<file path="config.mk">
export PLATFORM = sky130hd
export DESIGN_NAME = miie_ctrl
export DESIGN_NICKNAME = d
export VERILOG_FILES = /design/src/rtl/core/assert_macros.svh /design/src/rtl/core/miie_pkg.sv /design/src/rtl/core/miie_ctrl.sv
export SDC_FILE = /design/constraint.sdc
export NUM_CORES = 1
export LEC_CHECK = 0
export ABC_CLOCK_PERIOD_IN_PS = 1400
export BUFFER_PORTS_ARGS = -buffer_cell sky130_fd_sc_hd__buf_2
export CAP_MARGIN = 20
export CORE_AREA = 2 2 39 41
export CTS_BUF_LIST = sky130_fd_sc_hd__clkbuf_8
export CTS_CLUSTER_DIAMETER = 60
export DETAILED_ROUTE_END_ITERATION = 8
export DIE_AREA = 0 0 41 43
export GPL_TIMING_DRIVEN = 1
export SYNTH_ARGS = -nofsm -noshare
export SYNTH_HDL_FRONTEND = slang
export SYNTH_SLANG_ARGS = --single-unit
</file>
<file path="constraint.sdc">
create_clock -name clk -period 1.4 [get_ports clk]
set_clock_uncertainty 0.15 [all_clocks]
set_input_delay 0.14 -clock clk [delete_from_list [all_inputs] [get_ports clk]]
set_output_delay 0.14 -clock clk [all_outputs]
set_load 0.02 [all_outputs]
</file>
<file path="src/rtl/core/assert_macros.svh">
// assertion macros used by the core datapath
// no dependencies
`ifndef ASSERT_MACROS_SVH
`define ASSERT_MACROS_SVH
// condition checked on every rising clock edge outside reset
`define ASSERT_IMPL(label, clk, rst_n, cond, msg) \
    label: assert property (@(posedge clk) disable iff (!rst_n) (cond)) else $error(msg);
`endif

</file>
<file path="src/rtl/core/miie_pkg.sv">
// package for the mips integer executor: codes, types, helper functions
// no dependencies
package miie_pkg;
    localparam int MemWords = 16384;
    localparam int MemAw = $clog2(MemWords);

    localparam logic [1:0] OP_EXEC = 2'd0;
    localparam logic [1:0] OP_LOAD = 2'd1;
    localparam logic [1:0] OP_WREG = 2'd2;
    localparam logic [1:0] OP_RREG = 2'd3;

    localparam logic [2:0] ST_OK = 3'd0;
    localparam logic [2:0] ST_SYSCALL = 3'd1;
    localparam logic [2:0] ST_INVALID = 3'd2;
    localparam logic [2:0] ST_RANGE = 3'd3;
    localparam logic [2:0] ST_HALT = 3'd4;

    localparam logic [1:0] CFG_START_PC = 2'd0;
    localparam logic [1:0] CFG_MEM_BASE = 2'd1;
    localparam logic [1:0] CFG_TEXT_END = 2'd2;

    typedef enum logic [2:0] {
        S_IDLE, S_READ, S_EXEC, S_MUL, S_DIV, S_WB, S_OUT
    } state_t;

    // controller -> datapath
    typedef struct packed {
        logic capture;
        logic read;
        logic exec;
        logic mul_start;
        logic div_start;
        logic div_step;
        logic wb;
        logic out_load;
    } cmd_t;

    // datapath -> controller
    typedef struct packed {
        logic is_mul;
        logic is_div;
        logic div_last;
    } sts_t;

    function automatic logic [31:0] lane_bits(input logic [3:0] m);
        logic [31:0] r;
        r = {{8{m[3]}}, {8{m[2]}}, {8{m[1]}}, {8{m[0]}}};
        return r;
    endfunction
endpackage

</file>
<file path="src/rtl/core/miie_ctrl.sv">
// controller state machine of the mips integer executor
// depends on miie_pkg
module miie_ctrl (
    input  logic              clk,
    input  logic              rst_n,
    input  logic              in_fire,
    input  logic              out_busy,
    input  miie_pkg::sts_t    sts,
    output miie_pkg::cmd_t    cmd,
    output logic              idle
);
    import miie_pkg::*;

    state_t state_reg, state_next;

    always_ff @(posedge clk or negedge rst_n)
    begin
        if (!rst_n)
            state_reg <= S_IDLE;
        else
            state_reg <= state_next;
    end

    always_comb
    begin
        state_next = state_reg;
        unique case (state_reg)
            S_IDLE: if (in_fire) state_next = S_READ;
            S_READ: state_next = S_EXEC;
            S_EXEC:
            begin
                if (sts.is_mul) state_next = S_MUL;
                else if (sts.is_div) state_next = S_DIV;
                else state_next = S_WB;
            end
            S_MUL: state_next = S_WB;
            S_DIV: if (sts.div_last) state_next = S_WB;
            S_WB: state_next = S_OUT;
            S_OUT: if (!out_busy) state_next = S_IDLE;
            default: state_next = S_IDLE;
        endcase
    end

    always_comb
    begin
        cmd = '0;
        idle = 1'b0;
        unique case (state_reg)
            S_IDLE:
            begin
                idle = 1'b1;
                cmd.capture = in_fire;
            end
            S_READ: cmd.read = 1'b1;
            S_EXEC:
            begin
                cmd.exec = 1'b1;
                cmd.mul_start = sts.is_mul;
                cmd.div_start = sts.is_div;
            end
            S_MUL: ;
            S_DIV: cmd.div_step = 1'b1;
            S_WB: cmd.wb = 1'b1;
            S_OUT: cmd.out_load = !out_busy;
            default: ;
        endcase
    end
endmodule

</file>
==> impl_metrics.toml, run 1 <==
[worst_setup_path]
r2r_cells = 4
r2r_end = "state_reg[0]"
worstSetupPathType = "reg -> out"
worst_ep_arrival_time_ps = 1170
r2r-start = "state_reg[0]"
critPathMaxFanout = 3
startpoint_type = "flip-flop"
critPathCaptureType = "output pin"
rrSetupSlack_ps = 140
crit_required_ps = 1110

[yosys]
synth_cells = 26
ys_warn_count = 0
synth-seq-cells = 3
ys_types = 18
syn_nets = 33
synth_area_um2 = 220
ys_seq_area_share_pct = 34.1
avgSynthCellArea_um2 = 8.47

[sta]
fin_tns_setup_ps = -274
worst_pin_slew_ps = 209
max_freq_mhz = 685
rsz0062_at_grt = "yes"
period_needed_ps = 1460
min_period_over_period_pct = 104
fin_ws_ps = -60.1
maxSlewViolCount = 0
setup_viol = 8
slew_headroom_pct = 86.0
hold_violations = 0
whs_ps = 4.60

[power]
p_leak_nw = 0.223
switching_share_pct = 42.4
p_sw_mw = 0.465
power_frac_seq_pct = 22.2
power_density_mw_per_mm2 = 2390
total_power_mw = 1.10
clkPwrFrac_pct = 22.5
ir_worst_vdd_uv = 713
combPwrFrac_pct = 55.3
intPower_mw = 0.633

[placement]
pre_cts_ws_ps = 112
dp.cells = 57
place_area_um2 = 320
io_buffers = 15
place_hpwl_um = 450
place_congestion = 0.767

[finish]
seq_area_um2 = 78.8
drive_gt1_share_pct = 67.3
stdcell_area_um2 = 459
final_cell_mix = "buf_2, buf_4, clkbuf_8, buf_6, dfrtp_2"
n_antenna_cell = 0
fillCellCount = 149
layout.cells.non_filler = 65
areaGrowthSynthToFinish_pct = 109
fin_nets = 57
multi_input_comb_area_um2 = 164
utilization_pct = 33.2
largest_register_ffs = 3

[route]
routed_wl_um = 760
drt_iter0_markers = 0
wl_per_cell_um = 11.7
drc = 0
drtAntennaViolNets = 0
vias = 275
vias_per_cell = 4.23
dr.pass1.iters = 1

[floorplan]
initial_core_util_pct = 15.9
fp.dieH_um = 43
num_rows = 14
ios = 16
die_area_mm2 = 0.00176
die_w_um = 41
coreArea_mm2 = 0.00138

[worst_hold_path]
min_path_cells = 3
min_from = "sts[0]"
hp-class = "in -> reg"
whs_endpoint = "state_reg[0]"

[clocking]
clock-sinks = 3
clk_path_buf_depth = 2
h-tree-depth = 1
cts_tree = "yes"
insertion_delay_ps = 220
clk_pin_slew_ps = 30
numCtsBuffers = 3
root_buffer = "clkbuf_8"

[flow_run]
cap_violations = 0

[global_route]
first_global_vias = 285
grt_max_degree = 8
gr-total-overflow = 0
grt_pass1_wl_um = 1110
antenna_found_initial = 0
track_usage_pct = 10.7

[outcome]
status = "finished, violations left"
violations = "setup timing"
## repair_timing
| action | 4_1_cts | 5_1_grt |
|---|---|---|
| resized for setup | 16 | 4 |
| hold endpoints to repair | 3 | 0 |
| buffers inserted | 3 | 0 |
| setup endpoints to repair | 8 | 9 |
| pin swaps | 1 | 1 |
| hold buffers | 1 | 0 |
## cell usage after synthesis
library cell	n	area [um^2]
a21oi_1	1	5.00
and2_1	2	12.5
buf_2	1	5.00
dfrtp_1	3	75.1
inv_1	2	7.51
mux2i_1	1	10.0
nand2_1	1	3.75
nand2b_1	2	12.5
nor2_1	2	7.51
nor2_2	1	6.26
nor2b_1	1	6.26
nor3_1	2	10.0
nor3b_1	1	7.51
nor3b_2	1	12.5
nor4b_2	1	15.0
o21ai_0	2	10.0
o21ai_1	1	5.00
o2bb2ai_1	1	8.76
## layout make-up
class	instances	area share, %
repair buffers	20	31.3
clock buffers	3	8.99
flip-flops and latches	3	17.2
inverters	2	1.63
clock inverters	1	0.817
well taps	16	4.36
multi-input cells	20	35.7
## cells by family (layout without fill, tap and decap cells)
logic type	count (synthesis)	in the layout	share of synthesized area [%]
AOI/OAI and AO/OA	5	5	13.1
buffers and inverters	3	26	5.68
DFF	3	3	34.1
muxes	1	1	4.55
and+or+nand+nor	14	14	42.6
## power groups by stage
stage	clock (mW)	sequential, mW	combinational (mW)
4_1_cts	0.251	0.233	0.593
2_1_floorplan	0	0.175	0.325
5_1_grt	0.265	0.254	0.657
3_5_place_dp	0	0.206	0.434
3_3_place_gp	0	0.208	0.431
6_report	0.247	0.244	0.607
## critical path: stages (launching register included)
cell and delay, ps:
dfrtp_2 430, nand2b_4 180, nor2_4 100, and2_4 150, buf_6 100
## routing by layer
layer	part of all wire, %	vias to the layer above	global-route usage, %
met5	0	-	0
met4	5.5	0	16.0
met3	7.6	4	1.57
met2	49	16	15.0
met1	37	121	10.0
li1	-	134	-
## how the worst max path moves through the flow
| stage | start | endpoint | slack, ps | cells after the start |
|---|---|---|---|---|
| after floorplan | state_reg[0] | cmd[3] | -3 | 3 |
| after global placement | state_reg[2] | cmd[0] | 80 | 3 |
| after detailed placement | state_reg[2] | cmd[0] | 110 | 3 |
| after CTS | state_reg[0] | cmd[4] | -60 | 4 |
| after global routing | state_reg[0] | cmd[4] | -110 | 4 |
| final | state_reg[0] | cmd[4] | -60 | 4 |
No activity file was read; power rests on OpenSTA's default activity.
==> inputs of run 2 (changes only) <==
--- a/config.mk
+++ b/config.mk
@@ -9,11 +9,11 @@
 export BUFFER_PORTS_ARGS = -buffer_cell sky130_fd_sc_hd__buf_2
 export CAP_MARGIN = 20
 export CORE_AREA = 2 2 39 41
-export CTS_BUF_LIST = sky130_fd_sc_hd__clkbuf_8
 export CTS_CLUSTER_DIAMETER = 60
 export DETAILED_ROUTE_END_ITERATION = 8
 export DIE_AREA = 0 0 41 43
 export GPL_TIMING_DRIVEN = 1
+export PLACE_DENSITY = 0.48
 export SYNTH_ARGS = -nofsm -noshare
 export SYNTH_HDL_FRONTEND = slang
 export SYNTH_SLANG_ARGS = --single-unit
==> run 2 against run 1 <==
The flow still finishes with violations (setup timing). Register-to-register slack gained 20 ps. Non-clock buffer count grew 3. Critical path type unchanged. Flip-flop and latch count is the same. Power shrank 7.7%. Highest routed layer unchanged. Clock-buffer cell count grew 1. Sequential power is essentially flat. Combinational power grew 2%. Hold slack gained 76 ps.
==> impl_metrics.toml, run 2 (same netlist as run 1, synthesis figures left out) <==
[sta]
period_needed_ps = 1480
maxSlewViolCount = 0
setup_viol = 8
rsz0062_at_grt = "yes"
fin_ws_ps = -81.5
fin_tns_setup_ps = -424
max_freq_mhz = 675
slew_headroom_pct = 85.9
worst_pin_slew_ps = 211
whs_ps = 80.4
min_period_over_period_pct = 106
hold_violations = 0

[placement]
io_buffers = 15
pre_cts_ws_ps = 68.8
dp.cells = 57
place_area_um2 = 320
place_hpwl_um = 427
place_congestion = 0.743

[floorplan]
die_w_um = 41
die_area_mm2 = 0.00176
initial_core_util_pct = 15.9
coreArea_mm2 = 0.00138
fp.dieH_um = 43
ios = 16
num_rows = 14

[route]
drtAntennaViolNets = 0
vias_per_cell = 4.04
routed_wl_um = 661
vias = 275
dr.pass1.iters = 2
wl_per_cell_um = 9.72
drc = 0
drt_iter0_markers = 6

[global_route]
grt_max_degree = 8
grt_pass1_wl_um = 993
gr-total-overflow = 0
first_global_vias = 273
antenna_found_initial = 0
track_usage_pct = 9.45

[power]
ir_worst_vdd_uv = 680
p_sw_mw = 0.438
p_leak_nw = 0.225
power_density_mw_per_mm2 = 2210
switching_share_pct = 43.2
combPwrFrac_pct = 61.3
clkPwrFrac_pct = 15.0
intPower_mw = 0.576
power_frac_seq_pct = 23.8
total_power_mw = 1.01

[worst_setup_path]
worst_ep_arrival_time_ps = 1190
worstSetupPathType = "reg -> out"
cp_cell_sequence = "nand2b_4 -> nor2_4 -> and2_2 -> buf_6"
cp_slowest_stage_delay_ps = 440
critPathSlowestCell = "dfrtp_2"
crit_required_ps = 1110
crit_buf_inv = 1
startpoint_type = "flip-flop"
critPathCaptureType = "output pin"
cp_top_family = "flip-flops"
critPathMaxFanout = 5

[clocking]
h-tree-depth = 1
cts_tree = "yes"
root_buffer = "clkbuf_4"
clock-sinks = 3
insertion_delay_ps = 230
clk_path_buf_depth = 2
clk_pin_slew_ps = 40
numCtsBuffers = 3

[finish]
areaGrowthSynthToFinish_pct = 109
n_antenna_cell = 0
utilization_pct = 33.2
stdcell_area_um2 = 459
largest_register_ffs = 3
fin_nets = 60
drive_gt1_share_pct = 65.4
final_cell_mix = "buf_4, buf_2, clkbuf_4, dfrtp_2"
mostFrequentLayoutCell = "buf_4"
layout.cells.non_filler = 68

[outcome]
status = "finished, violations left"
violations = "setup timing"

[worst_hold_path]
hp-class = "in -> reg"

[flow_run]
cap_violations = 0
==> run 2: cell types whose count changed in the layout (fill, tap and decap cells not counted) <==
cell,delta
and2_4,-2
buf_6,-1
clkbuf_8,-3
inv_2,-1
clkbuf_1,+1
dlygate4sd3_1,+1
clkbuf_4,+3
buf_4,+3
and2_2,+2
==> run 2: cell type report <==
type / count / area (um^2)
fillers: 143 / 925
clock buffers: 4 / 26.3
repair buffers: 23 / 165
flip-flops and latches: 3 / 78.8
well taps: 16 / 20.0
multi-input cells: 20 / 161
inverters: 2 / 7.51
==> run 2: worst paths after layout <==
path                         startpoint            to  slack [ps]  cells after the start
max                        state_reg[0]        cmd[3]         -80                      4
min                            out_busy  state_reg[1]          80                      3
max reg2reg                state_reg[1]  state_reg[0]         160                      4
min reg2reg                state_reg[2]  state_reg[2]         480                      1
max in group asynchronous         rst_n  state_reg[2]         900                      2
min in group asynchronous         rst_n  state_reg[1]          90                      2
==> run 2: worst register-to-register path, delay by kind of cell, from the launching register on <==
| family | cells | cell delay, ps |
|---|---|---|
| AO/OA/AOI/OAI | 2 | 110 |
| buffers and inverters | 1 | 140 |
| flip-flops | 1 | 470 |
| AND/OR/NAND/NOR | 1 | 290 |
==> run 2: power by group through the flow <==
stage	Combinational, mW	Sequential (mW)	Clock [mW]
final	0.621	0.241	0.152
after floorplan	0.325	0.175	0
after CTS	0.590	0.228	0.161
after global placement	0.425	0.221	0
after global routing	0.672	0.252	0.168
after detailed placement	0.425	0.216	0
==> run 2: per-layer routing <==
metal	wire length (um)	track usage, %	up-vias
li1	-	-	140
met1	288	9.35	119
met2	304	12.5	14
met3	48	3.66	2
met4	19	12.0	0
met5	0	0	-
==> run 2: what timing repair did <==
action | CTS | global route
resized for setup | 14 | 2
setup buffers | 4 | 1
endpoints found under the hold margin | 4 | 0
endpoints found under the setup margin | 9 | 9
pin swaps | 1 | 0
hold buffers | 2 | 0
==> inputs of run 3 (changes only) <==
--- a/config.mk
+++ b/config.mk
@@ -5,15 +5,16 @@
 export SDC_FILE = /design/constraint.sdc
 export NUM_CORES = 1
 export LEC_CHECK = 0
+export ABC_AREA = 1
 export ABC_CLOCK_PERIOD_IN_PS = 1400
-export BUFFER_PORTS_ARGS = -buffer_cell sky130_fd_sc_hd__buf_2
+export BUFFER_PORTS_ARGS = -buffer_cell sky130_fd_sc_hd__buf_4
 export CAP_MARGIN = 20
 export CORE_AREA = 2 2 39 41
 export CTS_CLUSTER_DIAMETER = 60
 export DETAILED_ROUTE_END_ITERATION = 8
 export DIE_AREA = 0 0 41 43
 export GPL_TIMING_DRIVEN = 1
-export PLACE_DENSITY = 0.48
+export PLACE_DENSITY = 0.51
 export SYNTH_ARGS = -nofsm -noshare
 export SYNTH_HDL_FRONTEND = slang
 export SYNTH_SLANG_ARGS = --single-unit
==> run 3 against run 2 <==
The flow still finishes with violations (setup timing). Highest routed layer is now met3. Wire length is 12% higher. Critical path type unchanged. Cell count is 19% higher. Largest cell class unchanged. Combinational power is 24% higher.
==> impl_metrics.toml, run 3 <==
[yosys]
avgSynthCellArea_um2 = 6.26
synth_cells = 40
ys_seq_area_share_pct = 30.0
synth-seq-cells = 3
synth_compound_area_share_pct = 4.00
netlist_top_cells_area = "dfrtp_1, nor2_1, inv_1"
synthSimpleGateAreaFrac_pct = 48.0
synth_enable_flop_cells = 0
synth_top_cell_area_share_pct = 30.0
ys_top_cells_by_count = "nor2_1, inv_1, nand3_1"
synth_area_um2 = 250
ys_types = 13
ys.flop_type = "dfrtp_1"
synth_top_area_cell = "dfrtp_1"
syn_nets = 47
ys_warn_count = 0
synthAdderAreaFrac_pct = 0
yosysMostFrequentCell = "nor2_1"
synth-xor-area-share_pct = 0
synth_top_family_by_area = "simple AND/OR/NAND/NOR gates"
synth_mux_area_share_pct = 0
async_flop_share_pct = 100

[worst_setup_path]
startpoint_type = "flip-flop"
cp_cell_sequence = "nor2_4 -> nand2_4 -> nor2_4 -> buf_6"
crit_required_ps = 1110
cp_num_cells = 4
r2r_end = "state_reg[2]"
critPathCaptureType = "output pin"
worstSetupPathType = "reg -> out"
cp_top_family = "flip-flops"
r2r_cells = 7
startpoint = "state_reg[2]"
cp_common_cell = "nor2_4"
worstSetupEndpoint = "cmd[3]"
critPathSlowestCell = "dfrtp_2"
cp_slowest_stage_delay_ps = 450
critPathMaxFanout = 6
worst_ep_arrival_time_ps = 1130
rrSetupSlack_ps = 30
r2r-start = "state_reg[0]"
crit_buf_inv = 1

[floorplan]
coreArea_mm2 = 0.00138
die_w_um = 41
ios = 16
fp.dieH_um = 43
num_rows = 14
initial_core_util_pct = 18.1
die_area_mm2 = 0.00176

[power]
p_leak_nw = 0.269
power_density_mw_per_mm2 = 2230
ir_worst_vdd_uv = 862

[global_route]
gr-total-overflow = 0
track_usage_pct = 9.47
grt_pass1_wl_um = 1060
met1_usage_pct = 10.1
antenna_found_initial = 0
first_global_vias = 292
grtUsageMet3_pct = 3.14
grt_busiest_layer = "met2"
gr-usage-met2_pct = 14.1
grt_max_degree = 7

[sta]
max_freq_mhz = 705
maxSlewViolCount = 0
hold_violations = 0
fin_ws_ps = -18.3
setup_viol = 3
period_needed_ps = 1420
worst_pin_slew_ps = 184
min_period_over_period_pct = 101
slew_headroom_pct = 87.7
rsz0062_at_grt = "yes"
whs_ps = 87.4
fin_tns_setup_ps = -33.7

[clocking]
insertion_delay_ps = 230
numCtsBuffers = 3
clk_path_buf_depth = 2
clock-sinks = 3
root_buffer = "clkbuf_4"
cts_tree = "yes"
h-tree-depth = 1
clk_pin_slew_ps = 40

[placement]
place_hpwl_um = 466
place_area_um2 = 380
io_buffers = 15
dp.cells = 70
place_congestion = 0.731

[finish]
mostFrequentLayoutCell = "buf_4"
fin_nets = 73
n_antenna_cell = 0
utilization_pct = 37.2
drive_gt1_share_pct = 58.5
final_cell_mix = "buf_4, nor2_1, inv_1"
areaGrowthSynthToFinish_pct = 105
largest_register_ffs = 3
layout.cells.non_filler = 81
stdcell_area_um2 = 514

[flow_run]
cap_violations = 0

[route]
wl_per_cell_um = 9.16
dr.pass1.iters = 3
vias = 319
drc = 0
vias_per_cell = 3.94
drt_iter0_markers = 4
routed_wl_um = 742
drtAntennaViolNets = 0

[outcome]
status = "finished, violations left"
violations = "setup timing"

[worst_hold_path]
hp-class = "in -> reg"
==> run 3: how the worst min path moves through the flow <==
| stage | startpoint | to | slack [ps] | cells after the start |
|---|---|---|---|---|
| 2_1_floorplan | rst_n | state_reg[0] | -310 | 0 |
| 5_1_grt | rst_n | state_reg[1] | 90 | 2 |
| 6_report | out_busy | state_reg[1] | 90 | 3 |
| 4_1_cts | rst_n | state_reg[2] | 70 | 2 |
| 3_3_place_gp | rst_n | state_reg[2] | -220 | 1 |
| 3_5_place_dp | rst_n | state_reg[2] | -220 | 1 |
==> run 3: cells by family (layout without fill, tap and decap cells) <==
logic type | after synthesis | in the layout
buffers and inverters | 11 | 36
flip-flops | 3 | 3
AO/OA/AOI/OAI | 2 | 2
AND/OR/NAND/NOR | 24 | 24
==> run 3: layer usage <==
metal | vias up | wire (um)
met1 | 142 | 300
met2 | 6 | 413
met3 | 0 | 27
met5 | - | 0
met4 | 0 | 0
li1 | 171 | -
==> run 3: per-stage QoR <==
step	worst slack (ps)	total power, mW
after floorplan	120	0.577
after global placement	109	0.750
after detailed placement	108	0.750
after CTS	-39.2	1.04
after global routing	-82.7	1.23
final	-18.3	1.15
==> run 3: cell type report <==
cell class | count | area, um^2
inverters | 10 | 37.5
flip-flops and latches | 3 | 78.8
clock buffers | 4 | 26.3
repair buffers | 22 | 183
multi-input cells | 26 | 169
fillers | 155 | 870
well taps | 16 | 20.0
==> run 3: power by group <==
| group | switching (mW) | internal, mW | leakage [nW] |
|---|---|---|---|
| logic | 0.421 | 0.350 | 0.221 |
| registers | 0.0825 | 0.140 | 0.0328 |
| clock network | 0.0449 | 0.107 | 0.0150 |
| total | 0.548 | 0.597 | 0.269 |
==> run 3: tightest hold or removal path, cell delays in order <==
cell and delay [ps]:
buf_4 130, nand4_1 100, nand2_1 60
==> run 3: timing repair <==
item / in CTS / in global routing
setup endpoints to repair: 9 / 9
buffers inserted: 4 / 2
hold buffers: 1 / 0
endpoints found under the hold margin: 3 / 0
resized for setup: 8 / 10
gates cloned: 0 / 0
pin swaps: 2 / 2
